===== src/hdl/bbt_pkg.sv =====
// Package for the bars/beats/ticks timebase: datapath operation codes,
// register indexes, saturation limits and the controller/datapath structs.
// No dependencies.
package bbt_pkg;

  // Configuration register indexes
  localparam logic [2:0] REG_BPB    = 3'd0;
  localparam logic [2:0] REG_BTYPE  = 3'd1;
  localparam logic [2:0] REG_TPB    = 3'd2;
  localparam logic [2:0] REG_TEMPO  = 3'd3;
  localparam logic [2:0] REG_FRATE  = 3'd4;
  localparam logic [2:0] REG_AV_EN  = 3'd5;
  localparam logic [2:0] REG_AV_Q16 = 3'd6;

  // Divider geometry
  localparam int unsigned DivNumW = 68;
  localparam int unsigned DivDenW = 35;
  localparam int unsigned DivCntW = 7;

  // Frames-per-minute scale: denominator is the frame rate times this
  localparam logic [15:0] FRAME_SCALE = 16'd60000;

  localparam logic [30:0] BAR_MAX = 31'h7FFF_FFFF;
  localparam logic [62:0] BST_MAX = 63'h7FFF_FFFF_FFFF_FFFF;

  // Datapath operations
  localparam logic [4:0] OP_NONE      = 5'd0;
  localparam logic [4:0] OP_LOAD      = 5'd1;
  localparam logic [4:0] OP_RMUL_A    = 5'd2;
  localparam logic [4:0] OP_RMUL_LO   = 5'd3;
  localparam logic [4:0] OP_RMUL_HI   = 5'd4;
  localparam logic [4:0] OP_AMUL_P    = 5'd5;
  localparam logic [4:0] OP_AMUL_T    = 5'd6;
  localparam logic [4:0] OP_DIV_FRAME = 5'd7;
  localparam logic [4:0] OP_CAP_ABS   = 5'd8;
  localparam logic [4:0] OP_CAP_WHOLE = 5'd9;
  localparam logic [4:0] OP_DIV_TPB   = 5'd10;
  localparam logic [4:0] OP_CAP_BEAT  = 5'd11;
  localparam logic [4:0] OP_ATOT      = 5'd12;
  localparam logic [4:0] OP_DIV_BPB   = 5'd13;
  localparam logic [4:0] OP_RFIN      = 5'd14;
  localparam logic [4:0] OP_AINC      = 5'd15;
  localparam logic [4:0] OP_AFIN      = 5'd16;
  localparam logic [4:0] OP_EMIT      = 5'd17;

  typedef struct packed {
    logic [4:0] op;
  } bbt_cmd_t;

  typedef struct packed {
    logic need_repos;  // reposition flag or pending recompute (reset or time setting write)
    logic div_done;    // divider finished this cycle
    logic out_free;    // output register can take a result
  } bbt_stat_t;

endpackage


===== src/hdl/bbt_ctrl.sv =====
// Sequencer for the timebase: walks the reposition or advance step list
// and issues at most one datapath operation per state. Depends on bbt_pkg.
module bbt_ctrl
  import bbt_pkg::*;
(
  input  logic      clk_i,
  input  logic      rst_ni,
  input  logic      in_valid_i,
  output logic      in_ready_o,
  input  bbt_stat_t stat_i,
  output bbt_cmd_t  cmd_o
);

  localparam logic [4:0] S_IDLE = 5'd0;
  localparam logic [4:0] S_SEL  = 5'd1;
  localparam logic [4:0] S_RMA  = 5'd2;
  localparam logic [4:0] S_RLO  = 5'd3;
  localparam logic [4:0] S_RHI  = 5'd4;
  localparam logic [4:0] S_AMP  = 5'd5;
  localparam logic [4:0] S_AMT  = 5'd6;
  localparam logic [4:0] S_DF   = 5'd7;
  localparam logic [4:0] S_DFW  = 5'd8;
  localparam logic [4:0] S_CF   = 5'd9;
  localparam logic [4:0] S_DT   = 5'd10;
  localparam logic [4:0] S_DTW  = 5'd11;
  localparam logic [4:0] S_CB   = 5'd12;
  localparam logic [4:0] S_AT   = 5'd13;
  localparam logic [4:0] S_DB   = 5'd14;
  localparam logic [4:0] S_DBW  = 5'd15;
  localparam logic [4:0] S_RF   = 5'd16;
  localparam logic [4:0] S_AI   = 5'd17;
  localparam logic [4:0] S_AF   = 5'd18;
  localparam logic [4:0] S_EM   = 5'd19;

  logic [4:0] state_q, state_d;
  logic       accept;

  assign in_ready_o = (state_q == S_IDLE);
  assign accept     = in_valid_i && in_ready_o;

  // Next state and operation
  always_comb begin
    state_d   = state_q;
    cmd_o.op  = OP_NONE;
    case (state_q)
      S_IDLE: begin
        if (accept) begin
          cmd_o.op = OP_LOAD;
          state_d  = S_SEL;
        end
      end
      S_SEL:  state_d = stat_i.need_repos ? S_RMA : S_AMP;
      S_RMA: begin cmd_o.op = OP_RMUL_A;  state_d = S_RLO; end
      S_RLO: begin cmd_o.op = OP_RMUL_LO; state_d = S_RHI; end
      S_RHI: begin cmd_o.op = OP_RMUL_HI; state_d = S_DF;  end
      S_AMP: begin cmd_o.op = OP_AMUL_P;  state_d = S_AMT; end
      S_AMT: begin cmd_o.op = OP_AMUL_T;  state_d = S_DF;  end
      S_DF:  begin cmd_o.op = OP_DIV_FRAME; state_d = S_DFW; end
      S_DFW: begin
        if (stat_i.div_done) state_d = S_CF;
      end
      S_CF: begin
        cmd_o.op = stat_i.need_repos ? OP_CAP_ABS : OP_CAP_WHOLE;
        state_d  = S_DT;
      end
      S_DT:  begin cmd_o.op = OP_DIV_TPB; state_d = S_DTW; end
      S_DTW: begin
        if (stat_i.div_done) state_d = S_CB;
      end
      S_CB: begin
        cmd_o.op = OP_CAP_BEAT;
        state_d  = stat_i.need_repos ? S_DB : S_AT;
      end
      S_AT:  begin cmd_o.op = OP_ATOT;    state_d = S_DB;  end
      S_DB:  begin cmd_o.op = OP_DIV_BPB; state_d = S_DBW; end
      S_DBW: begin
        if (stat_i.div_done) state_d = stat_i.need_repos ? S_RF : S_AI;
      end
      S_RF:  begin cmd_o.op = OP_RFIN; state_d = S_EM; end
      S_AI:  begin cmd_o.op = OP_AINC; state_d = S_AF; end
      S_AF:  begin cmd_o.op = OP_AFIN; state_d = S_EM; end
      S_EM: begin
        if (stat_i.out_free) begin
          cmd_o.op = OP_EMIT;
          state_d  = S_IDLE;
        end
      end
      default: state_d = S_IDLE;
    endcase
  end

  always_ff @(posedge clk_i or negedge rst_ni) begin
    if (!rst_ni) begin
      state_q <= S_IDLE;
    end else begin
      state_q <= state_d;
    end
  end

endmodule


===== config.mk =====
export PLATFORM = sky130hd
export DESIGN_NAME = bbt_ctrl
export DESIGN_NICKNAME = d
export VERILOG_FILES = /design/src/hdl/bbt_pkg.sv /design/src/hdl/bbt_ctrl.sv
export SDC_FILE = /design/constraint.sdc
export NUM_CORES = 1
export LEC_CHECK = 0
export BUFFER_PORTS_ARGS = -buffer_cell sky130_fd_sc_hd__buf_4
export CELL_PAD_IN_SITES_DETAIL_PLACEMENT = 1
export CELL_PAD_IN_SITES_GLOBAL_PLACEMENT = 2
export CORE_UTILIZATION = 29
export CTS_CLUSTER_SIZE = 10
export DETAILED_ROUTE_END_ITERATION = 8
export GPL_ROUTABILITY_DRIVEN = 0
export GPL_TIMING_DRIVEN = 0
export PLACE_DENSITY_LB_ADDON = 0.1
export SLEW_MARGIN = 20
export SYNTH_ARGS = -nofsm -noshare
export SYNTH_HDL_FRONTEND = slang
export SYNTH_SLANG_ARGS = --single-unit

===== constraint.sdc =====
create_clock -name clk_i -period 2.4 [get_ports clk_i]
set_input_delay 0.12 -clock clk_i [delete_from_list [all_inputs] [get_ports clk_i]]
set_output_delay 0.12 -clock clk_i [all_outputs]
set_load 0.05 [all_outputs]

==> reports/qor.csv <==
metric,value,unit
status,"complete, no violations",
start_util,30.6,%
final_nets,100,
cts_buffers,3,
post_cts_buffers,0,
syn_nets,83,
largest_reg_flops,5,
period_share,83.9,%
crit_path_end_kind,output pin,
cts_root_buf,clkbuf_4,
fmax,497,MHz
synth_most_common_cell,nor2_1,
cap_violations,0,
vias_per_cell,5.33,
io_buffers,11,
synth-seq-cells,5,
grt_pass1_vias,624,
dp_hpwl,1320,um
holdWs,104,ps
clk_pin_slew,40,ps
drtIter0Drc,8,
largest_registers,state_q: 5 flops,
ys_top_cells_by_area,"dfrtp_1 21%, a31oi_1 4.2%, o21ai_0 4.2%, buf_6 3.8%, nor2_1 3.8%",
wirelength,1860,um
die_w,47.3,um
path_class,reg -> out,
cp.buffers_inverters,2,
synth.distinct_cells,41,
synth_area,594,um2
nFillCells,260,
crit_start,state_q[0],
antenna_found_initial,0,
rows,16,
vias,639,
cts_resized,0,
clock-sinks,5,
wire_per_inst,15.5,um
drive_gt1_share,28.0,%
io_pins,12,
fin_setup_tns,0,ps
rsz0062_at_grt,no,
grt_pass1_wl,3050,um
cts_hold_buf,1,
cp-start-kind,flip-flop,
crit_arrival,1890,ps
crit_fanout,10,
final_core_util,38.5,%
worstMarginPinSlew,445,ps
cp_data_required_time,2280,ps
cp_cell_sequence,"clkbuf_1, nor2_1, a32o_1, a221o_1, buf_4",
grt_max_degree,11,
regMostFlops,state_q,
dieArea,2230,um2
min_period,2010,ps
grt_usage,20.9,%
synth_ff_type,dfrtp_1,
cp_slowest_cell,clkbuf_1,
first_pass_iters,3,
syn2layout_area_growth,25.7,%
avgSynthCellArea,7.72,um2
htree_levels,1,
relSlewSlack,70.3,%
ant_nets,0,
clk_path_buf_depth,2,
yosysSeqAreaShare,21.1,%
synth_top_area_share,21.1,%
drc,0,
synthTopCellsByCount,"6 x nor2_1, 5 x dfrtp_1, 5 x o21ai_0",
hold_violations,0,
yosys_warnings,0,
setup_violations,0,
reg2reg_from,state_q[2],
cts_tree,built,
hold_path.class,in -> reg,
grt.overflow.total,0,
max_stage_delay,370,ps
drv_slew,0,
yosysTopAreaCell,dfrtp_1,
synthArstFlopShare,100,%
synth_edf_count,0,
core,1940,um2
die_y,47.3,um
synth_cells,77,
critical_path.top_delay_family,compound AO/OA/AOI/OAI gates,
insertion_delay,250,ps
antennaDiodeCount,0,
hold_path.startpoint,stat_i[1],
fin_skew,2.48,ps
stage by stage:
step	worst slack (ps)	cell area (um2)	cells
after CTS	380	747	120
after global placement	620	711	115
after global routing	271	747	120
after detailed placement	638	711	115
final	387	747	120
after floorplan	347	594	77
cell families after synthesis:
group,count (synthesis),share of synthesized area (%)
AND/OR/NAND/NOR,30,31.4
AO/OA/AOI/OAI,28,31.8
buffers and inverters,12,12.6
flip-flops,5,21.1
XOR/XNOR,1,1.47
multiplexers,1,1.68
metal layers:
layer | vias up | wire length, um | global-route usage (%)
li1 | 317 | - | -
met1 | 305 | 919 | 27.5
met2 | 13 | 837 | 30.4
met3 | 4 | 61 | 5.38
met4 | 0 | 42 | 12.6
met5 | - | 0 | 0
layout make-up:
type                    instances  area, um2  area share [%]
multi-input cells              60        394            52.8
flip-flops and latches          5        125            16.8
repair buffers                 12       92.6            12.4
plain buffers                   9       63.8            8.54
well taps                      27       33.8            4.52
clock buffers                   4       26.3            3.52
inverters                       3       11.3            1.51
final timing paths:
path	depth (start not counted)	end	slack [ps]
max	5	cmd_o[0]	390
min	2	state_q[4]	100
max reg2reg	5	state_q[0]	620
min reg2reg	2	state_q[3]	730
max in group asynchronous	2	state_q[1]	2070
min in group asynchronous	2	state_q[2]	220
cells in the final DEF, fill, tap and decap left out, types with 2 or more instances in the layout:
master | netlist | layout
buf_4 | 2 | 13
nor2_1 | 6 | 6
o21ai_0 | 5 | 5
dfrtp_1 | 5 | 5
a21oi_1 | 4 | 4
a31oi_1 | 4 | 4
clkbuf_1 | 2 | 3
inv_1 | 3 | 3
nand2_1 | 3 | 3
or3_1 | 3 | 3
o21ai_1 | 3 | 3
clkbuf_4 | 0 | 3
buf_2 | 2 | 2
buf_6 | 2 | 2
nor3_1 | 2 | 2
a21o_1 | 2 | 2
nand2b_1 | 2 | 2
a32o_1 | 2 | 2
nand3_1 | 2 | 2
Power is not shown: default switching activity piles up to over one toggle a cycle in this logic, so the estimate is an artifact.
